$ cat src/design/gbsg_pkg.sv
// Shared constants, types and the arctangent table of the goal bearing spin gate.
package gbsg_pkg;

    localparam int DEF_CORDIC_STAGES  = 16;
    localparam int DEF_POSITION_WIDTH = 24;

    localparam int QUAT_W  = 16;
    localparam int PROD_W  = 32;
    localparam int YAW_W   = 34;
    localparam int ZW      = 20;
    localparam int DELTA_W = ZW + 1;
    localparam int ANGLE_W = 16;
    localparam int REASON_W = 2;
    localparam int DIST_W  = 23;
    localparam int SPIN_W  = 15;
    localparam int LIMSQ_W = 2 * DIST_W;
    localparam int CFG_W   = 23;
    localparam int IDX_W   = 2;
    localparam int TAB_LEN = 24;

    localparam logic signed [ZW-1:0] ANG_PI      = 20'sd205887;
    localparam logic signed [ZW-1:0] ANG_HALF_PI = 20'sd102944;
    localparam logic signed [DELTA_W-1:0] ANG_PI_D     = 21'sd205887;
    localparam logic signed [DELTA_W-1:0] ANG_TWO_PI_D = 21'sd411774;

    localparam logic [IDX_W-1:0] REG_MIN_FACE = 2'd0;
    localparam logic [IDX_W-1:0] REG_MIN_SPIN = 2'd1;
    localparam logic [IDX_W-1:0] REG_MAX_SPIN = 2'd2;

    localparam logic [DIST_W-1:0] RST_MIN_FACE = 23'd512;
    localparam logic [SPIN_W-1:0] RST_MIN_SPIN = 15'd1229;
    localparam logic [SPIN_W-1:0] RST_MAX_SPIN = 15'd19661;

    localparam logic [REASON_W-1:0] RSN_SPIN      = 2'd0;
    localparam logic [REASON_W-1:0] RSN_CLOSE     = 2'd1;
    localparam logic [REASON_W-1:0] RSN_TOO_SMALL = 2'd2;
    localparam logic [REASON_W-1:0] RSN_TOO_LARGE = 2'd3;

    typedef struct packed {
        logic [SPIN_W-1:0] lo_angle;
        logic [SPIN_W-1:0] hi_angle;
    } t_gate_cfg;

    // atan(2^-i) in 2^-16 rad
    function automatic logic signed [ZW-1:0] atan_tab(input int i);
        logic signed [ZW-1:0] a;
        case (i)
            0: a = 20'sd51472;
            1: a = 20'sd30386;
            2: a = 20'sd16055;
            3: a = 20'sd8150;
            4: a = 20'sd4091;
            5: a = 20'sd2047;
            6: a = 20'sd1024;
            7: a = 20'sd512;
            8: a = 20'sd256;
            9: a = 20'sd128;
            10: a = 20'sd64;
            11: a = 20'sd32;
            12: a = 20'sd16;
            13: a = 20'sd8;
            14: a = 20'sd4;
            15: a = 20'sd2;
            16: a = 20'sd1;
            default: a = 20'sd0;
        endcase
        return a;
    endfunction

endpackage

$ cat src/design/gbsg_cordic.sv
// Pipelined vectoring CORDIC: atan2(y, x) in 2^-16 rad, one stage per iteration.
module gbsg_cordic #(
    parameter int IW     = gbsg_pkg::YAW_W,
    parameter int STAGES = gbsg_pkg::DEF_CORDIC_STAGES
) (
    input  logic                            i_clk,
    input  logic                            i_en,
    input  logic signed [IW-1:0]            i_x,
    input  logic signed [IW-1:0]            i_y,
    output logic signed [gbsg_pkg::ZW-1:0]  o_z
);
    localparam int DW = IW + 3;
    localparam int ZW = gbsg_pkg::ZW;

    logic signed [DW-1:0] r_x [0:STAGES];
    logic signed [DW-1:0] r_y [0:STAGES];
    logic signed [ZW-1:0] r_z [0:STAGES];
    logic                 r_zero [0:STAGES];
    logic signed [DW-1:0] n_xe, n_ye;

    assign n_xe = DW'(i_x);
    assign n_ye = DW'(i_y);

    // quarter turn into the right half plane
    always_ff @(posedge i_clk) begin
        if (i_en) begin
            r_zero[0] <= (i_x == '0) && (i_y == '0);
            if (!i_x[IW-1]) begin
                r_x[0] <= n_xe;
                r_y[0] <= n_ye;
                r_z[0] <= '0;
            end else if (!i_y[IW-1]) begin
                r_x[0] <= n_ye;
                r_y[0] <= -n_xe;
                r_z[0] <= gbsg_pkg::ANG_HALF_PI;
            end else begin
                r_x[0] <= -n_ye;
                r_y[0] <= n_xe;
                r_z[0] <= -gbsg_pkg::ANG_HALF_PI;
            end
        end
    end

    for (genvar i = 0; i < STAGES; i++) begin : g_iter
        localparam logic signed [ZW-1:0] A = gbsg_pkg::atan_tab(i);
        always_ff @(posedge i_clk) begin
            if (i_en) begin
                r_zero[i+1] <= r_zero[i];
                if (!r_y[i][DW-1]) begin
                    r_x[i+1] <= r_x[i] + (r_y[i] >>> i);
                    r_y[i+1] <= r_y[i] - (r_x[i] >>> i);
                    r_z[i+1] <= r_z[i] + A;
                end else begin
                    r_x[i+1] <= r_x[i] - (r_y[i] >>> i);
                    r_y[i+1] <= r_y[i] + (r_x[i] >>> i);
                    r_z[i+1] <= r_z[i] - A;
                end
            end
        end
    end

    assign o_z = r_zero[STAGES] ? '0 : r_z[STAGES];
endmodule

$ cat config.mk
export PLATFORM = sky130hd
export DESIGN_NAME = gbsg_cordic
export DESIGN_NICKNAME = d
export VERILOG_FILES = /design/src/design/gbsg_pkg.sv /design/src/design/gbsg_cordic.sv
export SDC_FILE = /design/constraint.sdc
export NUM_CORES = 2
export LEC_CHECK = 0
export BUFFER_PORTS_ARGS = -buffer_cell sky130_fd_sc_hd__buf_2
export CAP_MARGIN = 20
export CORE_MARGIN = 5
export CORE_UTILIZATION = 45
export CTS_BUF_LIST = sky130_fd_sc_hd__clkbuf_4 sky130_fd_sc_hd__clkbuf_8
export CTS_CLUSTER_SIZE = 40
export DETAILED_ROUTE_END_ITERATION = 7
export HOLD_SLACK_MARGIN = 0.08
export PLACE_DENSITY = 0.63
export REMOVE_ABC_BUFFERS = 1
export SYNTH_ARGS = -nofsm -noshare
export SYNTH_HDL_FRONTEND = slang
export SYNTH_SLANG_ARGS = --single-unit
$ cat constraint.sdc
create_clock -name i_clk -period 4.84 [get_ports i_clk]
set_clock_uncertainty 0.2 [all_clocks]
set_input_delay 0.726 -clock i_clk [delete_from_list [all_inputs] [get_ports i_clk]]
set_output_delay 0.726 -clock i_clk [all_outputs]
set_load 0.05 [all_outputs]
==> qor.txt <==
1st-iter DRT viols: 6713
worst slew pin tran: 1.05 ns
post-synthesis sequential area ratio: 34.6%
row cnt: 191
TritonCTS clock tree: built
CTS root buf: clkbuf_8
WP buf/inv: 1
Final Hold Violating Endpoints: 0
maximum clock path buffer count: 4
clock-pin slew on the worst setup and hold paths: 0.07 ns
CTS Sinks: 1413
Critical-path top delay cell: or4_4
Die X-Extent: 532 um
Initial Util: 45.2%
largest net degree at the start of global routing: 138
GRT overflow: 0
Max Cap Viol: 0
total track usage: 24.3%
GP Congestion: 0.950
synth warn: 0
commonest non-fill, non-tap cells in the layout: 2619 x buf_4, 1413 x edfxtp_1, 1338 x ha_1, 1306 x a21oi_1, 1222 x xnor2_1
DRC: 0
die height: 532 um
HPWL Detailed: 290000 um
antenna viol nets, final: 0
Crit path max-delay family: simple AND/OR/NAND/NOR gates
number of synthesized flops with an enable pin: 1413
routed vias: 107000
vias in the first global route: 104000
ys flop type: edfxtp_1
CP max FO: 4
Die Area: 283000 um^2
setup TNS: 0 ns
fraction of layout instances using a drive strength above 1: 23.0%
CTS Buf Count: 267
Skew-Pair Late Insertion Delay: 1.04 ns
core area: 271000 um^2
number of fill cells: 24100
antenna violations before repair: 14
crit path capture type: register
RSZ-0062 raised after global routing: true
Req. time, crit path: 5.39 ns
Post-Syn Area: 123000 um^2
Final #Nets: 17300
Final Cycle Share: 97.4%
Fmax: 0.212 GHz
#FFs+latches synth: 1413
vias per cell: 5.44
Slew HR: 30.2%
Synth async-reset ratio: 0%
average wire per standard cell: 18.2 um
Hold/Removal Path Class: input port to register
CTS H-tree lvls: 5
startpoint types: register
CP peak stage delay: 0.58 ns
number of detailed-route iterations in the first pass: 6
CP Cell Sequence: or4_4, nor3_4, nand3b_1, nor2_4, nand2_4, buf_4, o31ai_1, xor2_1, ha_1, nor2b_1, or2_2, nand2_1, o21ai_0, a41o_1, a2111o_1, a31oi_4, o21ai_1, xor2_1
Tmin final: 4.71 ns
Yosys cell types: 113
Setup violations, final: 0
crit-path most repeated cell: xor2_1
Routed Wire Length: 358000 um
first-pass GRT wire length: 561000 um
synthesis-to-layout area growth: 26.9%
commonest non-fill, non-tap cell in the layout: buf_4
pins over their slew limit: 0
Synth Area per Inst: 9.40 um^2
count of input and output buffers: 89
status: complete, no violations
Post-Synthesis Cells: 13000
arrival time worst endpoint: 5.26 ns
IO Pins: 90
WS Path Type: register to register
routing by layer:
metal	global-route usage, %	vias up	wire [um]
li1	-	53800	-
met5	0	-	0
met2	41.5	2327	169000
met1	31.8	50300	159000
met3	3.07	593	17700
met4	8.20	0	12700
timing repair:
action,CTS,global route
endpoints found under the hold margin,98,0
endpoints found under the setup margin,53,212
pin swaps,15,161
hold buffers,115,0
resized for setup,59,445
buffers inserted,6,52
worst paths after layout:
check	from	to	slack (ns)	cells after the start
hold / removal	i_en	r_y[10][34]	0.20	3
setup reg to reg	r_y[5][12]	r_x[6][35]	0.13	18
hold reg to reg	r_zero[4]	r_zero[5]	0.21	0
setup / recovery	r_y[5][12]	r_x[6][35]	0.13	18
Yosys cell counts, types with 59 or more instances:
library cell / n / share of area [%]
edfxtp_1: 1413 / 35
ha_1: 1354 / 14
a21oi_1: 1353 / 5.5
xnor2_1: 1229 / 8.8
nor2_1: 1005 / 3.1
nand2_1: 831 / 2.5
o21ai_0: 811 / 3.3
xor2_1: 677 / 4.8
inv_1: 564 / 1.7
a21o_1: 539 / 3.3
nor3_1: 276 / 1.1
clkbuf_1: 258 / 0.79
nand2b_1: 209 / 1.1
nor2b_1: 208 / 1.1
nand3_1: 201 / 0.82
o21a_1: 177 / 1.1
o31ai_1: 173 / 1.1
o21bai_1: 168 / 1.0
a31oi_1: 120 / 0.61
and3_1: 112 / 0.57
nor4_1: 100 / 0.51
nand4_1: 96 / 0.49
o41ai_1: 87 / 0.62
a211oi_1: 86 / 0.53
or3_1: 85 / 0.43
or4_1: 65 / 0.40
and2_1: 59 / 0.30
kinds of logic (layout without fill, tap and decap cells):
family                     Yosys count  count (layout)  synth area share, %
xor gates and xnor gates          1906            1906                 13.6
buffers and inverters              866            3901                 2.66
other                                0              14                    0
adders and majority gates         1397            1397                 14.5
DFF                               1413            1413                 34.6
muxes                               51              51                0.426
and+or+nand+nor                   3419            3419                 13.6
AOI/OAI and AO/OA                 3994            3994                 20.6
metrics by stage:
stage,std cells,util [%],cell area [um^2],setup WS [ns],hold WS [ns]
2_1_floorplan,12800,-,121000,-1.22,0.200
3_3_place_gp,19000,53.9,146000,-0.548,0.201
3_5_place_dp,19000,53.9,146000,-0.532,0.205
4_1_cts,19600,56.5,153000,0.000439,0.104
5_1_grt,19700,57.4,156000,-0.138,0.116
6_report,19700,57.4,156000,0.126,0.200
area by class of cell:
class	count	area, um^2	area share (%)
Timing Repair Buffer	2844	21600	13.9
Antenna cell	14	35.0	0.0225
Inverter	580	2180	1.40
Tap cell	3570	4470	2.87
Multi-Input combinational cell	10800	79200	50.9
Clock buffer	340	4250	2.73
Sequential cell	1413	42400	27.3
Clock inverter	137	1300	0.835
tightest hold or removal path: cells and delay by family:
kind     cells  cell delay, ns
buf+inv      3            0.49
sequential cells by signal, indices dropped and copies added (netlist names):
signal / cells
r_z: 300
r_zero: 17
r_x: 541
r_y: 555
Power is not shown: default switching activity piles up to over one toggle a cycle in this logic, so the estimate is an artifact.
