**config.mk**
```make
export PLATFORM = sky130hd
export DESIGN_NAME = gbsg_dist
export DESIGN_NICKNAME = d
export VERILOG_FILES = /design/src/design/gbsg_pkg.sv /design/src/design/gbsg_dist.sv
export SDC_FILE = /design/constraint.sdc
export NUM_CORES = 2
export LEC_CHECK = 0
export ABC_AREA = 1
export BUFFER_PORTS_ARGS = -buffer_cell sky130_fd_sc_hd__clkbuf_2
export CORE_MARGIN = 5
export CORE_UTILIZATION = 30
export DETAILED_ROUTE_END_ITERATION = 8
export GPL_TIMING_DRIVEN = 0
export MAX_ROUTING_LAYER = met4
export PLACE_DENSITY = 0.55
export SLEW_MARGIN = 20
export SYNTH_ARGS = -nofsm -noshare
export SYNTH_HDL_FRONTEND = slang
export SYNTH_SLANG_ARGS = --single-unit
```
**constraint.sdc**
```tcl
create_clock -name i_clk -period 19.1 [get_ports i_clk]
set_clock_uncertainty 0.2 [all_clocks]
set_input_delay 0.955 -clock i_clk [delete_from_list [all_inputs] [get_ports i_clk]]
set_output_delay 0.955 -clock i_clk [all_outputs]
set_load 0.005 [all_outputs]
```
**src/design/gbsg_pkg.sv**
```systemverilog
// Shared constants, types and the arctangent table of the goal bearing spin gate.
package gbsg_pkg;

    localparam int DEF_CORDIC_STAGES  = 16;
    localparam int DEF_POSITION_WIDTH = 24;

    localparam int QUAT_W  = 16;
    localparam int PROD_W  = 32;
    localparam int YAW_W   = 34;
    localparam int ZW      = 20;
    localparam int DELTA_W = ZW + 1;
    localparam int ANGLE_W = 16;
    localparam int REASON_W = 2;
    localparam int DIST_W  = 23;
    localparam int SPIN_W  = 15;
    localparam int LIMSQ_W = 2 * DIST_W;
    localparam int CFG_W   = 23;
    localparam int IDX_W   = 2;
    localparam int TAB_LEN = 24;

    localparam logic signed [ZW-1:0] ANG_PI      = 20'sd205887;
    localparam logic signed [ZW-1:0] ANG_HALF_PI = 20'sd102944;
    localparam logic signed [DELTA_W-1:0] ANG_PI_D     = 21'sd205887;
    localparam logic signed [DELTA_W-1:0] ANG_TWO_PI_D = 21'sd411774;

    localparam logic [IDX_W-1:0] REG_MIN_FACE = 2'd0;
    localparam logic [IDX_W-1:0] REG_MIN_SPIN = 2'd1;
    localparam logic [IDX_W-1:0] REG_MAX_SPIN = 2'd2;

    localparam logic [DIST_W-1:0] RST_MIN_FACE = 23'd512;
    localparam logic [SPIN_W-1:0] RST_MIN_SPIN = 15'd1229;
    localparam logic [SPIN_W-1:0] RST_MAX_SPIN = 15'd19661;

    localparam logic [REASON_W-1:0] RSN_SPIN      = 2'd0;
    localparam logic [REASON_W-1:0] RSN_CLOSE     = 2'd1;
    localparam logic [REASON_W-1:0] RSN_TOO_SMALL = 2'd2;
    localparam logic [REASON_W-1:0] RSN_TOO_LARGE = 2'd3;

    typedef struct packed {
        logic [SPIN_W-1:0] lo_angle;
        logic [SPIN_W-1:0] hi_angle;
    } t_gate_cfg;

    // atan(2^-i) in 2^-16 rad
    function automatic logic signed [ZW-1:0] atan_tab(input int i);
        logic signed [ZW-1:0] a;
        case (i)
            0: a = 20'sd51472;
            1: a = 20'sd30386;
            2: a = 20'sd16055;
            3: a = 20'sd8150;
            4: a = 20'sd4091;
            5: a = 20'sd2047;
            6: a = 20'sd1024;
            7: a = 20'sd512;
            8: a = 20'sd256;
            9: a = 20'sd128;
            10: a = 20'sd64;
            11: a = 20'sd32;
            12: a = 20'sd16;
            13: a = 20'sd8;
            14: a = 20'sd4;
            15: a = 20'sd2;
            16: a = 20'sd1;
            default: a = 20'sd0;
        endcase
        return a;
    endfunction

endpackage

```
**src/design/gbsg_dist.sv**
```systemverilog
// Minimum distance check by squared distance, delayed to match the CORDIC latency.
module gbsg_dist #(
    parameter int PW    = gbsg_pkg::DEF_POSITION_WIDTH,
    parameter int DELAY = gbsg_pkg::DEF_CORDIC_STAGES + 1
) (
    input  logic                                i_clk,
    input  logic                                i_rst_n,
    input  logic                                i_en,
    input  logic                                i_valid,
    input  logic [PW:0]                         i_ax,
    input  logic [PW:0]                         i_ay,
    input  logic [gbsg_pkg::DIST_W-1:0]         i_lim,
    input  logic [gbsg_pkg::LIMSQ_W-1:0]        i_lim_sq,
    output logic                                o_valid,
    output logic                                o_close
);
    localparam int AW  = PW + 1;
    localparam int LW  = gbsg_pkg::DIST_W;
    localparam int SQW = (AW < LW) ? AW : LW;
    localparam int CMW = (AW > LW) ? AW : LW;
    localparam int SW  = gbsg_pkg::LIMSQ_W + 1;

    logic                r_v [0:DELAY-1];
    logic                r_c [1:DELAY-1];
    logic                r_far;
    logic [2*SQW-1:0]    r_sx, r_sy;
    logic [SW-1:0]       n_sum;

    always_ff @(posedge i_clk) begin
        if (!i_rst_n) begin
            for (int k = 0; k < DELAY; k++) begin
                r_v[k] <= 1'b0;
            end
        end else if (i_en) begin
            r_v[0] <= i_valid;
            for (int k = 1; k < DELAY; k++) begin
                r_v[k] <= r_v[k-1];
            end
        end
    end

    // squares only matter when both offsets are below the limit
    always_ff @(posedge i_clk) begin
        if (i_en) begin
            r_far <= (CMW'(i_ax) >= CMW'(i_lim)) || (CMW'(i_ay) >= CMW'(i_lim));
            r_sx  <= i_ax[SQW-1:0] * i_ax[SQW-1:0];
            r_sy  <= i_ay[SQW-1:0] * i_ay[SQW-1:0];
        end
    end

    assign n_sum = SW'(r_sx) + SW'(r_sy);

    always_ff @(posedge i_clk) begin
        if (i_en) begin
            r_c[1] <= !r_far && (n_sum < SW'(i_lim_sq));
            for (int k = 2; k < DELAY; k++) begin
                r_c[k] <= r_c[k-1];
            end
        end
    end

    assign o_valid = r_v[DELAY-1];
    assign o_close = r_c[DELAY-1];
endmodule

```
==> metrics.csv <==
stage,metric,value,unit
clocking,cts.clk_slew.worst_paths,0.06,ns
place,dp_slack,10.52,ns
layout,fillers,14400,
worst_setup_path,start_kind,input port,
worst_setup_path,worst-setup-path-type,in -> reg,
clocking,clock-sinks,124,
synthesis,seq_area_frac_synth,0.0915,
layout,mostFrequentLayoutCells,"inv_1, nand2_1, fa_1, ha_1, nor2_1",
clocking,cts_setup_buffers,0,
synthesis,synth-edff-count,124,
sta,setup_slack,10.83,ns
sta,rsz0062_at_grt,false,
sta,fmax,121,MHz
synthesis,synth-adder-area-share,0.529,
layout,final_common_cell,inv_1,
place,place_hpwl,113000,um
global_route,grt_max_degree,84,
synthesis,synthSimpleGateAreaFrac,0.134,
global_route,overflow,0,
die,initial_core_util,0.301,
clocking,htree_levels,4,
die,core-area,135000,um^2
die,fp.dieH,378,um
sta,setup_violations,0,
sta,fin_tns_setup,0,ns
worst_setup_path,crit_path_max_fanout,10,
synthesis,syn_avg_cell_area,8.32,um^2
synthesis,syn_nets,6271,
drt,antenna_left,0,
sta,fin_crit,8.27,ns
clocking,postCtsHoldBufs,0,
layout,fin_nets,6415,
synthesis,synth_top_family_by_area,adder cells,
run,cap_violations,0,
drt,viasPerCell,4.57,
die,dieArea,143000,um^2
synthesis,syn-instance-count,4890,
global_route,grt_first_pass_wirelength,201000,um
hold_path,hp-class,reg -> reg,
worst_setup_path,cp-end-kind,flip-flop,
clocking,ctsRootBufferMaster,clkbuf_16,
clocking,cts_tree,done,
die,fp.dieW,378,um
die,rows,135,
worst_setup_path,worst_ep_arrival_time,8.25,ns
place,io_buffers,124,
drt,wl,132000,um
drt,drc,0,
layout,drive_above_1_share,0.0539,
synthesis,synth_area,40700,um^2
sta,hold_violations,0,
clocking,post_cts_resized,0,
synthesis,ys.flop_type,edfxtp_1,
synthesis,ys_types,58,
place,place.gp.congestion,0.946,
sta,fin_crit_sh,0.433,
drt,wl_met3,7500,um
clocking,max-clock-path-buffers,2,
drt,drtIter0Drc,2102,
synthesis,yosys_register_bits,124,
synthesis,synth_compound_area_frac,0.0643,
synthesis,async_reset_ff_frac,0,
layout,area_growth,8.58,%
global_route,grt_use_total,0.192,
sta,tightest_slew,1.15,ns
drt,vias,31200,
die,num_io_pins,125,
drt,wire_per_inst,19.3,um
global_route,grt_antenna_before_repair,10,
synthesis,synth_mux_area_frac,0,
worst_setup_path,critPathRequiredTime,19.08,ns
drt,top_layer,met4,
synthesis,synth-xor-area-share,0.0327,
sta,maxSlewHeadroom,0.236,
sta,timing.final.max_slew_violations,0,
global_route,grt_pass1_vias,33200,
synthesis,ys_warn_count,0,
clocking,clock_latency,0.43,ns
clocking,cts_buffers,17,
drt,routed-wl-met2,62300,um
status,outcome,"finished, final reports clean",
drt,dr.pass1.iters,6,
drt,routedLengthMet1,59100,um
## cell families (layout without fill, tap and decap cells)
group           Yosys count  in the layout
compound gates          427            427
xor+xnor                152            152
fa+ha+maj              1258           1258
buf+inv                1613           1770
flops                   124            124
other cells               0              8
simple gates           1316           1316
## metrics by stage
stage,area (um^2),hold slack (ns),cells,util
after floorplan,40700,0.200,4890,-
after global placement,43600,0.202,6795,0.322
after detailed placement,43600,0.205,6796,0.323
after CTS,44200,0.220,6828,0.327
after global routing,44200,0.231,6835,0.327
final,44200,0.219,6836,0.327
## synthesized netlist by cell type (all sizes together), types with 3 or more instances
library cell	number	area share
inv	1513	0.14
nand2	906	0.085
fa	770	0.38
ha	488	0.15
nor2	250	0.024
a21oi	193	0.025
edfxtp	124	0.091
o21ai	107	0.015
clkbuf	99	0.0091
xor2	98	0.021
nand3	79	0.011
xnor2	54	0.012
a21o	29	0.0054
o21bai	29	0.0059
nand4	28	0.0045
a31oi	27	0.0041
nor3	23	0.0032
nor4	16	0.0043
a21boi	8	0.0019
a211oi	6	0.0011
o211ai	5	0.00092
o21a	5	0.00092
or2	5	0.00077
a31o	3	0.00065
and3	3	0.00046
o2111ai	3	0.00065
## cell type report
cell class,count,area (um^2),share of cell area
antenna,8,20.0,0.000453
buffer,100,377,0.00852
clock buffer,18,429,0.00971
clock inverter,14,159,0.00360
inverter,1513,5680,0.128
multi-input combinational,3153,30900,0.700
sequential,124,3720,0.0842
tap,1781,2230,0.0504
timing repair buffer,125,657,0.0149
## critical path, stage by stage
cell      delay [ns]
clkbuf_2        0.12
clkbuf_1        0.53
clkbuf_1        0.71
nand2_1         0.11
inv_1           0.15
fa_1            0.45
fa_1            0.56
inv_1           0.07
fa_1            0.48
fa_1            0.55
inv_1           0.06
fa_1            0.50
fa_1            0.51
inv_1           0.06
fa_1            0.55
inv_1           0.06
ha_1            0.40
nand2_2         0.10
nor2_1          0.24
nand2_1         0.11
nor3_1          0.29
nand4_1         0.15
nand3_1         0.24
nand2_1         0.11
nand3_1         0.11
xnor2_1         0.07
## registers in the layout (all words and copies together), names as in the netlist
signal	cells
r_sx	45
r_sy	45
r_v	17
r_c	16
r_far	1
## final timing paths
check,slack (ns),start,cells after the start,endpoint
worst min-delay path,0.22,r_c[0][10]$_DFFE_PP_,0,r_c[0][11]$_DFFE_PP_
worst max-delay path,10.83,i_ax[20],26,r_sx[45]$_DFFE_PP_
worst min register to register,0.22,r_c[0][10]$_DFFE_PP_,0,r_c[0][11]$_DFFE_PP_
worst max register to register,14.74,r_sy[14]$_DFFE_PP_,16,r_c[0][1]$_DFFE_PP_
## per-layer routing
| layer | up-vias | track usage |
|---|---|---|
| met5 | - | - |
| met4 | 0 | 0.0373 |
| met3 | 134 | 0.0241 |
| met2 | 838 | 0.318 |
| met1 | 15500 | 0.256 |
| li1 | 14800 | - |
Power is not shown: default switching activity piles up to over one toggle a cycle in this logic, so the estimate is an artifact.
