$ cat src/design/gbsg_pkg.sv
// Shared constants, types and the arctangent table of the goal bearing spin gate.
package gbsg_pkg;

    localparam int DEF_CORDIC_STAGES  = 16;
    localparam int DEF_POSITION_WIDTH = 24;

    localparam int QUAT_W  = 16;
    localparam int PROD_W  = 32;
    localparam int YAW_W   = 34;
    localparam int ZW      = 20;
    localparam int DELTA_W = ZW + 1;
    localparam int ANGLE_W = 16;
    localparam int REASON_W = 2;
    localparam int DIST_W  = 23;
    localparam int SPIN_W  = 15;
    localparam int LIMSQ_W = 2 * DIST_W;
    localparam int CFG_W   = 23;
    localparam int IDX_W   = 2;
    localparam int TAB_LEN = 24;

    localparam logic signed [ZW-1:0] ANG_PI      = 20'sd205887;
    localparam logic signed [ZW-1:0] ANG_HALF_PI = 20'sd102944;
    localparam logic signed [DELTA_W-1:0] ANG_PI_D     = 21'sd205887;
    localparam logic signed [DELTA_W-1:0] ANG_TWO_PI_D = 21'sd411774;

    localparam logic [IDX_W-1:0] REG_MIN_FACE = 2'd0;
    localparam logic [IDX_W-1:0] REG_MIN_SPIN = 2'd1;
    localparam logic [IDX_W-1:0] REG_MAX_SPIN = 2'd2;

    localparam logic [DIST_W-1:0] RST_MIN_FACE = 23'd512;
    localparam logic [SPIN_W-1:0] RST_MIN_SPIN = 15'd1229;
    localparam logic [SPIN_W-1:0] RST_MAX_SPIN = 15'd19661;

    localparam logic [REASON_W-1:0] RSN_SPIN      = 2'd0;
    localparam logic [REASON_W-1:0] RSN_CLOSE     = 2'd1;
    localparam logic [REASON_W-1:0] RSN_TOO_SMALL = 2'd2;
    localparam logic [REASON_W-1:0] RSN_TOO_LARGE = 2'd3;

    typedef struct packed {
        logic [SPIN_W-1:0] lo_angle;
        logic [SPIN_W-1:0] hi_angle;
    } t_gate_cfg;

    // atan(2^-i) in 2^-16 rad
    function automatic logic signed [ZW-1:0] atan_tab(input int i);
        logic signed [ZW-1:0] a;
        case (i)
            0: a = 20'sd51472;
            1: a = 20'sd30386;
            2: a = 20'sd16055;
            3: a = 20'sd8150;
            4: a = 20'sd4091;
            5: a = 20'sd2047;
            6: a = 20'sd1024;
            7: a = 20'sd512;
            8: a = 20'sd256;
            9: a = 20'sd128;
            10: a = 20'sd64;
            11: a = 20'sd32;
            12: a = 20'sd16;
            13: a = 20'sd8;
            14: a = 20'sd4;
            15: a = 20'sd2;
            16: a = 20'sd1;
            default: a = 20'sd0;
        endcase
        return a;
    endfunction

endpackage

$ cat src/design/gbsg_prep.sv
// Operand preparation: position difference and quaternion yaw operands.
module gbsg_prep #(
    parameter int PW = gbsg_pkg::DEF_POSITION_WIDTH
) (
    input  logic                                i_clk,
    input  logic                                i_en,
    input  logic signed [PW-1:0]                i_goal_x,
    input  logic signed [PW-1:0]                i_goal_y,
    input  logic signed [PW-1:0]                i_robot_x,
    input  logic signed [PW-1:0]                i_robot_y,
    input  logic signed [gbsg_pkg::QUAT_W-1:0]  i_quat_x,
    input  logic signed [gbsg_pkg::QUAT_W-1:0]  i_quat_y,
    input  logic signed [gbsg_pkg::QUAT_W-1:0]  i_quat_z,
    input  logic signed [gbsg_pkg::QUAT_W-1:0]  i_quat_w,
    output logic signed [PW:0]                  o_dx,
    output logic signed [PW:0]                  o_dy,
    output logic [PW:0]                         o_ax,
    output logic [PW:0]                         o_ay,
    output logic signed [gbsg_pkg::YAW_W-1:0]   o_num,
    output logic signed [gbsg_pkg::YAW_W-1:0]   o_den
);
    localparam int PRW = gbsg_pkg::PROD_W;
    localparam int YW  = gbsg_pkg::YAW_W;
    localparam logic signed [YW-1:0] ONE_Q30 = 34'sh0_4000_0000;

    logic signed [PW:0]    r_dx, r_dy;
    logic signed [PRW-1:0] r_wz, r_xy, r_yy, r_zz;
    logic signed [PW:0]    r_dx2, r_dy2;
    logic [PW:0]           r_ax, r_ay;
    logic signed [YW-1:0]  r_num, r_den;
    logic signed [PRW:0]   n_nsum, n_dsum;

    always_ff @(posedge i_clk) begin
        if (i_en) begin
            r_dx <= (PW+1)'(i_goal_x) - (PW+1)'(i_robot_x);
            r_dy <= (PW+1)'(i_goal_y) - (PW+1)'(i_robot_y);
            r_wz <= i_quat_w * i_quat_z;
            r_xy <= i_quat_x * i_quat_y;
            r_yy <= i_quat_y * i_quat_y;
            r_zz <= i_quat_z * i_quat_z;
        end
    end

    always_comb begin
        n_nsum = (PRW+1)'(r_wz) + (PRW+1)'(r_xy);
        n_dsum = (PRW+1)'(r_yy) + (PRW+1)'(r_zz);
    end

    always_ff @(posedge i_clk) begin
        if (i_en) begin
            r_dx2 <= r_dx;
            r_dy2 <= r_dy;
            r_ax  <= r_dx[PW] ? (PW+1)'(-r_dx) : (PW+1)'(r_dx);
            r_ay  <= r_dy[PW] ? (PW+1)'(-r_dy) : (PW+1)'(r_dy);
            r_num <= {n_nsum, 1'b0};
            r_den <= ONE_Q30 - {n_dsum, 1'b0};
        end
    end

    assign o_dx  = r_dx2;
    assign o_dy  = r_dy2;
    assign o_ax  = r_ax;
    assign o_ay  = r_ay;
    assign o_num = r_num;
    assign o_den = r_den;
endmodule

$ cat config.mk
export PLATFORM = sky130hd
export DESIGN_NAME = gbsg_prep
export DESIGN_NICKNAME = d
export VERILOG_FILES = /design/src/design/gbsg_pkg.sv /design/src/design/gbsg_prep.sv
export SDC_FILE = /design/constraint.sdc
export NUM_CORES = 2
export LEC_CHECK = 0
export BUFFER_PORTS_ARGS = -buffer_cell sky130_fd_sc_hd__buf_2
export CAP_MARGIN = 20
export CORE_MARGIN = 2
export CORE_UTILIZATION = 45
export CTS_CLUSTER_SIZE = 10
export DETAILED_ROUTE_END_ITERATION = 7
export GPL_ROUTABILITY_DRIVEN = 0
export PLACE_DENSITY_LB_ADDON = 0.1
export SKIP_LAST_GASP = 1
export SYNTH_ARGS = -nofsm -noshare
export SYNTH_HDL_FRONTEND = slang
export SYNTH_SLANG_ARGS = --single-unit
$ cat constraint.sdc
create_clock -name i_clk -period 25.4 [get_ports i_clk]
set_input_delay 7.62 -clock i_clk [delete_from_list [all_inputs] [get_ports i_clk]]
set_output_delay 7.62 -clock i_clk [all_outputs]
set_load 0.01 [all_outputs]
==> summary.md <==
| Metric | Value |
|---|---|
| Share of final-layout standard cells stronger than drive strength 1 | `under 10%` |
| Library cell appearing most often on the critical path | `fa_1` |
| Overall Global Routing Usage | `21.4%` |
| Max-capacitance violation count | `0` |
| Worst min-delay path class | `flop to flop` |
| Post-CTS resize count | `0` |
| Number of enable-type register cells in the synthesized netlist | `340` |
| Area used by multi-input combinational logic | `slightly below 40000 um2` |
| Start point of the critical path | `i_quat_z[15]` |
| Mux share of post-synthesis cell area | `0.154%` |
| Capturing element type of the critical path | `flop` |
| Highest cell delay on the worst timing path | `0.59 ns` |
| Number of buffers between clock root and the deepest sink | `3` |
| HPWL after detailed placement | `102 mm` |
| Maximum fanout along the worst path | `20` |
| RSZ-0062 raised after global routing | `no` |
| Clock latency of the later-clocked register in the worst-skew pair | `0.60 ns` |
| Area share of and/or/nand/nor cells after synthesis | `11.2%` |
| Startpoint of the lowest-slack hold path | `r_dy[1]` |
| Required time of the critical path | `25.73 ns` |
| Area Growth Syn to Fin | `7.95%` |
| Cell with the most instances after synthesis | `inv_1` |
| DRC | `0` |
| Peak Freq | `0.0675 GHz` |
| Synth cell count leaders | `inv_1 (1323), fa_1 (994), ha_1 (462)` |
| Number of H-tree levels | `2` |
| Critical path's slowest cell | `clkinv_1` |
| Syn Inst Count | `5446` |
| Row Count | `roughly 130` |
| TritonCTS clock tree | `built` |
| Area of the die | `124000 um2` |
| Result of the run | `finished clean` |
| Number of synthesized register bits | `between 300 and 400` |
| Hold Vio Cnt, Final | `0` |
| Initial antenna violation count | `1` |
| Xor/xnor share of the synthesized area | `5.23%` |
| Clock transition at path regs | `0.06 ns` |
| Unique cell type count in the Yosys netlist | `83` |
| Cell type with the highest aggregate area in the netlist | `fa_1` |
| Clock period minus worst slack | `14.82 ns` |
| CP Buf/Inv Count | `7` |
| Largest net degree at the start of global routing | `97` |
| Least-Margin Pin Slew | `1.01 ns` |
| Tightest slew margin relative to the limit | `32.4%` |
| Beginning of the worst register-to-register path | `r_xy[0]` |
| Combinational family with the most area after synthesis | `adder cells` |
| Post-Synthesis Mean Instance Area | `9.99 um2` |
| Total number of clock tree sinks | `340` |
| Sum of negative setup slack | `0 ns` |
| Total number of vias | `36567` |
| Vias in the first global route | `~39000` |
| Number of hold buffers added after cts | `0` |
| Height of the die | `352 um` |
| Data arrival time of the critical path | `approximately 15 ns` |
| Synth top area share | `36.6%` |
| Final Net Count | `7286` |
| Most instantiated flip-flop cell in the synthesis netlist | `edfxtp_1` |
| Area of the core | `roughly 120000 um2` |
| Buffers inserted during post-CTS setup optimization | `0` |
| Syn. warnings | `0` |
| Category of the most critical setup path | `primary input to flop` |
| Buffers on Ports | `327` |
| Routed length per instance | `17.4 um` |
| Vias/cell | `5.01` |
| Startpoint kind of the worst setup timing path | `primary input` |
| Count of placed standard cells including taps | `7235` |
| Synth top area cells | `fa_1 (37%), edfxtp_1 (19%), ha_1 (11%), inv_1 (9.1%), xnor2_1 (4.1%)` |
| Final cycle utilization of the critical path | `58.4%` |
| Final setup vio count | `0` |
| Non-filler cells in the finished layout | `approximately 7300` |
| Number of top-level pins | `330` |
| Portion of the post-synthesis area used by sequential elements | `18.8%` |
| Num CTS Buffers | `43` |
| Mapped cell area | `approximately 54000 um2` |
| Initial core utilization | `between 40 and 50%` |
| Residual overflow from global routing | `0` |
| Drt initial violations | `1645` |
| Synthesized-area fraction occupied by ao, oa, aoi and oai cells | `7.12%` |
| Reg area | `10200 um2` |
| Max Transition Viols Final | `0` |
| TritonRoute pass-1 iters | `5` |
| Async set-or-reset flop fraction in the synthesized netlist | `0%` |
| Clk root buf | `clkbuf_16` |
| Horizontal die dimension | `about 350 um` |
| Routed WL | `127 mm` |
| Global-route wire length before repair | `around 210 mm` |
| Number of antenna-violating nets in the routed design | `0` |
| Worst clock skew | `approximately 0.023 ns` |
| Adder-Cell Fraction of Synth Area | `between 40% and 50%` |
| Worst path top cell family by delay | `adder cells` |
| Filler Cell Count | `11323` |
registers in the layout, indices dropped and copies added, names as in the netlist:
signal,count
r_dy,25
o_den,33
r_yy,31
r_xy,32
r_dx,25
r_wz,32
o_dy,25
o_ay,24
o_num,33
r_zz,31
o_dx,25
o_ax,24
metrics by stage:
stage / setup WS [ns] / hold WS [ns] / util (%) / area, um2
CTS: 10.59 / 0.495 / 48.9 / 58700
floorplan: 11.21 / 0.450 / - / 54400
global placement: 10.11 / 0.480 / 47.9 / 57500
detailed placement: 9.98 / 0.482 / 47.9 / 57500
finish: 10.58 / 0.494 / 48.9 / 58700
global route: 10.09 / 0.507 / 48.9 / 58700
worst register-to-register path: cells and delay by family, from the launching register on:
kind	cells	cell delay, ns
buffers and inverters	1	0.09
AO/OA/AOI/OAI	10	3.02
multiplexers	1	0.18
AND/OR/NAND/NOR	1	0.07
adder cells (fa/ha/maj)	2	0.50
flip-flops	1	0.47
path summary, 6_finish.rpt:
kind         slack [ns]  cells after the start   endpoint
max               10.58                     28   r_zz[31]
min                0.49                      0    o_dy[1]
max reg2reg       20.97                     15  o_num[33]
min reg2reg        0.49                      0    o_dy[1]
kinds of logic after synthesis:
| group | after synthesis |
|---|---|
| buf+inv | 1487 |
| compound gates | 582 |
| other cells | 1 |
| simple gates | 1247 |
| fa+ha+maj | 1456 |
| mux | 8 |
| xor+xnor | 325 |
| flops | 340 |
final cells by class:
cell class	instances	share of cell area [%]
Tap cell	1612	3.44
Multi-Input combinational cell	3620	65.7
Timing Repair Buffer	337	2.93
Clock buffer	53	1.90
Antenna cell	1	0.00426
Inverter	1326	8.48
Clock inverter	8	0.168
Sequential cell	340	17.4
metal layers:
layer	up-vias	GRT usage (%)	part of all wire, %
li1	17207	-	-
met1	18559	29.5	45
met2	665	37.1	49
met3	136	1.77	3.5
met4	0	4.33	1.9
met5	-	0	0
cells in the final DEF (no fill, tap or decap), types with 22 or more instances in the layout:
cell       synthesis  layout
and2_1           318     318
buf_2              0     326
nor2b_1           33      33
nand2b_1          37      37
o21ai_0           89      89
fa_1             994     994
inv_1           1323    1323
ha_1             462     462
o21bai_1          42      42
nor3_1            39      39
edfxtp_1         340     340
o31ai_1           22      22
o21a_1            33      33
nor2_1           222     222
clkbuf_16          0      43
nand3_1           42      42
nand2_1          461     461
a21oi_1          169     169
xor2_1            70      70
xnor2_1          255     255
a21o_1            73      73
Power is not shown: default switching activity piles up to over one toggle a cycle in this logic, so the estimate is an artifact.
