**config.mk**
```make
export PLATFORM = sky130hd
export DESIGN_NAME = gbsg_gate
export DESIGN_NICKNAME = d
export VERILOG_FILES = /design/src/design/gbsg_pkg.sv /design/src/design/gbsg_gate.sv
export SDC_FILE = /design/constraint.sdc
export NUM_CORES = 1
export LEC_CHECK = 0
export BUFFER_PORTS_ARGS = -buffer_cell sky130_fd_sc_hd__buf_2
export CORE_MARGIN = 3
export CORE_UTILIZATION = 51
export DETAILED_ROUTE_END_ITERATION = 10
export PLACE_DENSITY_LB_ADDON = 0.2
export SLEW_MARGIN = 20
export SYNTH_ARGS = -nofsm -noshare
export SYNTH_HDL_FRONTEND = slang
export SYNTH_SLANG_ARGS = --single-unit
```
**constraint.sdc**
```tcl
create_clock -name i_clk -period 8.8 [get_ports i_clk]
set_input_delay 1.32 -clock i_clk [delete_from_list [all_inputs] [get_ports i_clk]]
set_output_delay 1.32 -clock i_clk [all_outputs]
set_load 0.01 [all_outputs]
```
**src/design/gbsg_pkg.sv**
```systemverilog
// Shared constants, types and the arctangent table of the goal bearing spin gate.
package gbsg_pkg;

    localparam int DEF_CORDIC_STAGES  = 16;
    localparam int DEF_POSITION_WIDTH = 24;

    localparam int QUAT_W  = 16;
    localparam int PROD_W  = 32;
    localparam int YAW_W   = 34;
    localparam int ZW      = 20;
    localparam int DELTA_W = ZW + 1;
    localparam int ANGLE_W = 16;
    localparam int REASON_W = 2;
    localparam int DIST_W  = 23;
    localparam int SPIN_W  = 15;
    localparam int LIMSQ_W = 2 * DIST_W;
    localparam int CFG_W   = 23;
    localparam int IDX_W   = 2;
    localparam int TAB_LEN = 24;

    localparam logic signed [ZW-1:0] ANG_PI      = 20'sd205887;
    localparam logic signed [ZW-1:0] ANG_HALF_PI = 20'sd102944;
    localparam logic signed [DELTA_W-1:0] ANG_PI_D     = 21'sd205887;
    localparam logic signed [DELTA_W-1:0] ANG_TWO_PI_D = 21'sd411774;

    localparam logic [IDX_W-1:0] REG_MIN_FACE = 2'd0;
    localparam logic [IDX_W-1:0] REG_MIN_SPIN = 2'd1;
    localparam logic [IDX_W-1:0] REG_MAX_SPIN = 2'd2;

    localparam logic [DIST_W-1:0] RST_MIN_FACE = 23'd512;
    localparam logic [SPIN_W-1:0] RST_MIN_SPIN = 15'd1229;
    localparam logic [SPIN_W-1:0] RST_MAX_SPIN = 15'd19661;

    localparam logic [REASON_W-1:0] RSN_SPIN      = 2'd0;
    localparam logic [REASON_W-1:0] RSN_CLOSE     = 2'd1;
    localparam logic [REASON_W-1:0] RSN_TOO_SMALL = 2'd2;
    localparam logic [REASON_W-1:0] RSN_TOO_LARGE = 2'd3;

    typedef struct packed {
        logic [SPIN_W-1:0] lo_angle;
        logic [SPIN_W-1:0] hi_angle;
    } t_gate_cfg;

    // atan(2^-i) in 2^-16 rad
    function automatic logic signed [ZW-1:0] atan_tab(input int i);
        logic signed [ZW-1:0] a;
        case (i)
            0: a = 20'sd51472;
            1: a = 20'sd30386;
            2: a = 20'sd16055;
            3: a = 20'sd8150;
            4: a = 20'sd4091;
            5: a = 20'sd2047;
            6: a = 20'sd1024;
            7: a = 20'sd512;
            8: a = 20'sd256;
            9: a = 20'sd128;
            10: a = 20'sd64;
            11: a = 20'sd32;
            12: a = 20'sd16;
            13: a = 20'sd8;
            14: a = 20'sd4;
            15: a = 20'sd2;
            16: a = 20'sd1;
            default: a = 20'sd0;
        endcase
        return a;
    endfunction

endpackage

```
**src/design/gbsg_gate.sv**
```systemverilog
// Angle wrap, rounding to 2^-13 rad and spin gating with the result register.
module gbsg_gate (
    input  logic                                i_clk,
    input  logic                                i_rst_n,
    input  logic                                i_en,
    input  logic                                i_valid,
    input  logic                                i_close,
    input  logic signed [gbsg_pkg::ZW-1:0]      i_z_bear,
    input  logic signed [gbsg_pkg::ZW-1:0]      i_z_yaw,
    input  gbsg_pkg::t_gate_cfg                 i_cfg,
    output logic                                o_valid,
    output logic                                o_spin_enable,
    output logic signed [gbsg_pkg::ANGLE_W-1:0] o_spin_angle,
    output logic [gbsg_pkg::REASON_W-1:0]       o_gate_reason
);
    localparam int DLW = gbsg_pkg::DELTA_W;
    localparam int AGW = gbsg_pkg::ANGLE_W;
    localparam int SPW = gbsg_pkg::SPIN_W;

    logic [2:0]             r_v;
    logic [1:0]             r_close;
    logic signed [DLW-1:0]  r_d;
    logic signed [AGW-1:0]  r_ang;
    logic [SPW-1:0]         r_mag;
    logic                   r_en_out;
    logic signed [AGW-1:0]  r_ang_out;
    logic [1:0]             r_rsn_out;
    logic signed [DLW-1:0]  n_d, n_dr;
    logic signed [AGW-1:0]  n_ang;
    logic [1:0]             n_rsn;

    always_comb begin
        n_d = DLW'(i_z_bear) - DLW'(i_z_yaw);
        for (int k = 0; k < 2; k++) begin
            if (n_d > gbsg_pkg::ANG_PI_D) begin
                n_d = n_d - gbsg_pkg::ANG_TWO_PI_D;
            end else if (n_d <= -gbsg_pkg::ANG_PI_D) begin
                n_d = n_d + gbsg_pkg::ANG_TWO_PI_D;
            end
        end
        n_dr  = (r_d + DLW'(4)) >>> 3;
        n_ang = AGW'(n_dr);
        if (r_close[1]) begin
            n_rsn = gbsg_pkg::RSN_CLOSE;
        end else if (r_mag < i_cfg.lo_angle) begin
            n_rsn = gbsg_pkg::RSN_TOO_SMALL;
        end else if (r_mag > i_cfg.hi_angle) begin
            n_rsn = gbsg_pkg::RSN_TOO_LARGE;
        end else begin
            n_rsn = gbsg_pkg::RSN_SPIN;
        end
    end

    always_ff @(posedge i_clk) begin
        if (!i_rst_n) begin
            r_v <= '0;
        end else if (i_en) begin
            r_v <= {r_v[1:0], i_valid};
        end
    end

    always_ff @(posedge i_clk) begin
        if (i_en) begin
            r_d        <= n_d;
            r_close[0] <= i_close;
            r_ang      <= n_ang;
            r_mag      <= n_ang[AGW-1] ? SPW'(-n_ang) : SPW'(n_ang);
            r_close[1] <= r_close[0];
            r_en_out   <= (n_rsn == gbsg_pkg::RSN_SPIN);
            r_ang_out  <= (n_rsn == gbsg_pkg::RSN_SPIN) ? r_ang : '0;
            r_rsn_out  <= n_rsn;
        end
    end

    assign o_valid       = r_v[2];
    assign o_spin_enable = r_en_out;
    assign o_spin_angle  = r_ang_out;
    assign o_gate_reason = r_rsn_out;
endmodule

```
==> flow_summary_export.csv <==
group,metric,value,unit
power,peakVddDrop,0.0001294,V
critical_path,worstPathRequired,8.96,ns
synthesis,ys_types,96,
clocking,cts_max_level,3,
drt,drt-total-wl,18300,um
floorplanning,coreArea,0.01410,mm^2
finish,diodes,0,
placed_design,dp_cells,1097,
floorplanning,fp.dieW,127.0,um
placed_design,dp_hpwl,14060,um
synthesis,synthMuxAreaShare,0.007043,
synthesis,synth_edf_count,68,
sta,finalHoldViolCount,0,
floorplanning,die_h,127.0,um
critical_path,cp_max_fo,21,
synthesis,synthFlopType,"edfxtp_1",
floorplanning,dieArea,0.01612,mm^2
drt,wl_per_cell,16.44,um
power,clkPwrFrac,0.165,
placed_design,port_buffers,94,
sta,tightestPinTransition,0.9992,ns
synthesis,synthCells,846,
clocking,holdBufCountCts,0,
critical_path,rr_worst_depth,16,
critical_path,rrSetupSlack,4.79,ns
clocking,worstSkewPairLatency,0.33,ns
sta,fin_tns_setup,0,ns
finish,nFillCells,1264,
drt,antenna_left,0,
finish,seqCellArea,0.002102,mm^2
sta,setup_viol,0,
synthesis,synth-async-reset-ratio,0,
sta,rsz0062_at_grt,"no",
synthesis,post_synth.cell_area_avg,8.819,um^2
critical_path,slowest_stage,"o311ai_4",
floorplanning,initial_core_util,0.5293,
sta,slew_headroom,0.3166,
sta,skew,0.008272,ns
synthesis,synth_top_family_by_area,"compound AO/OA/AOI/OAI gates",
critical_path,criticalPathCategory,"in -> reg",
min_path,hold_path_depth,0,
critical_path,worst_path_dominant_cell_family,"simple AND/OR/NAND/NOR gates",
synthesis,yosys.area_share.xor_xnor,0.07228,
run,max-cap-violations,0,
power,pwr_density_cell,264.5,mW/mm^2
finish,multi_input_area,0.004918,mm^2
power,switchingPower,0.0009363,W
sta,finalCritPeriodShare,0.8134,
finish,drive_gt1_frac,0.1876,
sta,fin_crit,7.158,ns
global_route,grt_usage,0.2234,
critical_path,critPathLaunchType,"input port",
global_route,grt_remaining_overflow,0,
critical_path,end_kind,"register",
clocking,clock-root-buffer,"clkbuf_16",
global_route,grt_pass1_wl,30240,um
placed_design,postPlaceCellArea,0.008046,mm^2
placed_design,routabilityCongestion,0.9133,
critical_path,path_depth,17,
floorplanning,io_pins,95,
clocking,clk_pin_slew,0.06,ns
synthesis,synthAdderAreaFrac,0.09492,
floorplanning,rows,43,
synthesis,ys_warn_count,0,
sta,final_max_slew_viol_count,0,
power,p_leak,3.492,nW
critical_path,arrival,7.32,ns
clocking,postCtsSetupBuffers,0,
drt,drt_first_pass_iters,5,
run_status,status,"completed",
drt,num_vias,6817,
global_route,grt_pass1_vias,6236,
critical_path,path_buf_inv,2,
critical_path,cp_cell_sequence,"buf_2, inv_1, ha_1, fa_1, nand2b_1, a211oi_2, o211ai_1, nand4b_1, nor3b_2, nand2_1, o21ai_1, o221ai_1, or3_1, or3_1, o311ai_4, or4b_1, a211oi_1",
min_path,worstHoldPathType,"reg -> reg",
synthesis,seq_area_frac_synth,0.2817,
finish,syn_to_final_growth,11.89,%
clocking,cts_buffers,9,
power,combPwrFrac,0.551,
synthesis,ys_seq_elements,71,
power,sequentialPowerShare,0.285,
drt,drt_iter0_drc,671,
clocking,ctsResizeCount,0,
clocking,cts_tree,"done",
finish,stdcell_count,1113,
critical_path,crit_top_cell,"or3_1",
clocking,cts.sinks,71,
clocking,clockBufferDepth,2,
drt,drc,0,
finish,layout.nets,1059,
synthesis,synth_area,0.007461,mm^2
critical_path,slowest_delay,0.68,ns
power,p_sw_frac,0.4240,
global_route,grt_max_degree,72,
drt,vias_per_cell,6.125,
sta,clock.fmax,139.7,MHz
finish,postLayoutCellArea,0.008348,mm^2
global_route,antenna_found_initial,0,
power,internal_power,0.001272,W
synthesis,yosys.area_share.simple,0.2153,
synthesis,synth_fp_nets,977,
synthesis,synth_compound_area_frac,0.2688,
-- state kept, by name, summed over array words and instances, names as in the netlist --
name           cells
r_mag             14
r_close            2
r_v                3
o_gate_reason      2
r_ang             16
r_d               17
o_spin_enable      1
o_spin_angle      16
-- power groups by stage --
stage / registers (W) / logic, W / clock network, W
2_1_floorplan: 0.000619 / 0.000935 / 0
3_3_place_gp: 0.000630 / 0.00118 / 0
3_5_place_dp: 0.000635 / 0.00119 / 0
4_1_cts: 0.000628 / 0.00121 / 0.000369
5_1_grt: 0.000645 / 0.00135 / 0.000383
6_report: 0.000629 / 0.00122 / 0.000363
-- layout make-up --
type | instances | share of cell area
Tap cell | 180 | 0.02698
Clock buffer | 12 | 0.02953
Multi-Input combinational cell | 668 | 0.5892
Timing Repair Buffer | 98 | 0.05995
Inverter | 80 | 0.03597
Clock inverter | 4 | 0.006595
Sequential cell | 71 | 0.2518
-- layout by cell type (no fill, tap or decap), drive strengths merged, types with 30 or more instances in the layout --
cell / netlist / routed
xnor2: 37 / 37
inv: 80 / 81
a21oi: 48 / 48
ha: 55 / 55
edfxtp: 68 / 68
nand3: 37 / 37
nor2: 48 / 48
buf: 17 / 98
nand2: 63 / 63
o21ai: 30 / 30
-- metal layers --
layer  track usage  routed length [um]  vias up
li1              -                   -     3374
met1        0.3162                8521     3170
met2        0.3605                8399      238
met3       0.02526                1039       35
met4       0.06688                 342        0
met5             0                   0        -
-- synthesized netlist by cell type, types with 4 or more instances --
| library cell | instances | share of area |
|---|---|---|
| a21oi_2 | 4 | 0.0047 |
| nor4_1 | 14 | 0.012 |
| o21ai_1 | 5 | 0.0034 |
| a211oi_1 | 8 | 0.0080 |
| buf_2 | 9 | 0.0060 |
| nand4_1 | 13 | 0.011 |
| o221ai_1 | 5 | 0.0059 |
| nor3_1 | 25 | 0.017 |
| nand2b_1 | 13 | 0.011 |
| clkbuf_1 | 10 | 0.0050 |
| a31o_2 | 4 | 0.0047 |
| o2111ai_1 | 7 | 0.0082 |
| and2_1 | 11 | 0.0092 |
| o32ai_1 | 5 | 0.0059 |
| o31ai_1 | 6 | 0.0060 |
| a41oi_1 | 5 | 0.0059 |
| o21a_1 | 6 | 0.0060 |
| ha_1 | 55 | 0.092 |
| edfxtp_1 | 68 | 0.27 |
| a211o_1 | 4 | 0.0047 |
| nor2b_1 | 12 | 0.010 |
| a21o_1 | 20 | 0.020 |
| xnor2_1 | 37 | 0.043 |
| nand3_1 | 37 | 0.025 |
| o211a_1 | 8 | 0.011 |
| inv_1 | 80 | 0.040 |
| xor2_1 | 19 | 0.022 |
| nand2_1 | 61 | 0.031 |
| o21ai_0 | 25 | 0.017 |
| and3_1 | 13 | 0.011 |
| a221oi_2 | 5 | 0.010 |
| nor3b_1 | 15 | 0.015 |
| o22ai_1 | 9 | 0.0075 |
| a21oi_1 | 42 | 0.028 |
| or3_1 | 13 | 0.011 |
| o211ai_1 | 18 | 0.018 |
| or2_2 | 4 | 0.0034 |
| buf_4 | 7 | 0.0070 |
| nor2_1 | 47 | 0.024 |
| a31oi_1 | 12 | 0.010 |
-- through the flow --
step,setup slack (ns),hold WS [ns],util,power (W)
2_1_floorplan,2.444,0.4003,-,0.001554
3_3_place_gp,1.550,0.4013,0.5708,0.001807
3_5_place_dp,1.437,0.4054,0.5708,0.001829
4_1_cts,1.744,0.4213,0.5922,0.002206
5_1_grt,1.192,0.4338,0.5922,0.002381
6_report,1.642,0.4192,0.5922,0.002208
-- worst paths after layout --
| check | from | to |
|---|---|---|
| max | i_z_bear[0] | r_d[9]$_DFFE_PP_ |
| min | r_close[0]$_DFFE_PP_ | r_close[1]$_DFFE_PP_ |
| max reg2reg | r_mag[1]$_DFFE_PP_ | o_spin_angle[11]$_SDFFCE_PN0P_ |
| min reg2reg | r_close[0]$_DFFE_PP_ | r_close[1]$_DFFE_PP_ |
-- cell families (layout without fill, tap and decap cells) --
kind of cell    Yosys count  after routing
compound gates          249            249
xor+xnor                 59             59
fa+ha+maj                56             56
buf+inv                 107            194
flops                    71             71
mux                       5              5
simple gates            299            299
-- worst reg2reg max path, stage by stage (launching register included) --
cell and delay [ns]:
edfxtp_1 0.43, ha_1 0.30, a21o_1 0.15, a21o_1 0.17, a21o_1 0.18, a21o_1 0.18
a21o_1 0.17, a21o_1 0.17, a21o_1 0.18, a21o_1 0.17, a21o_1 0.17, a21o_1 0.17
a21o_1 0.17, a21o_1 0.18, a21oi_1 0.56, buf_4 0.31, nor3b_1 0.08
Note: power is estimated with default switching activity, not from simulation.
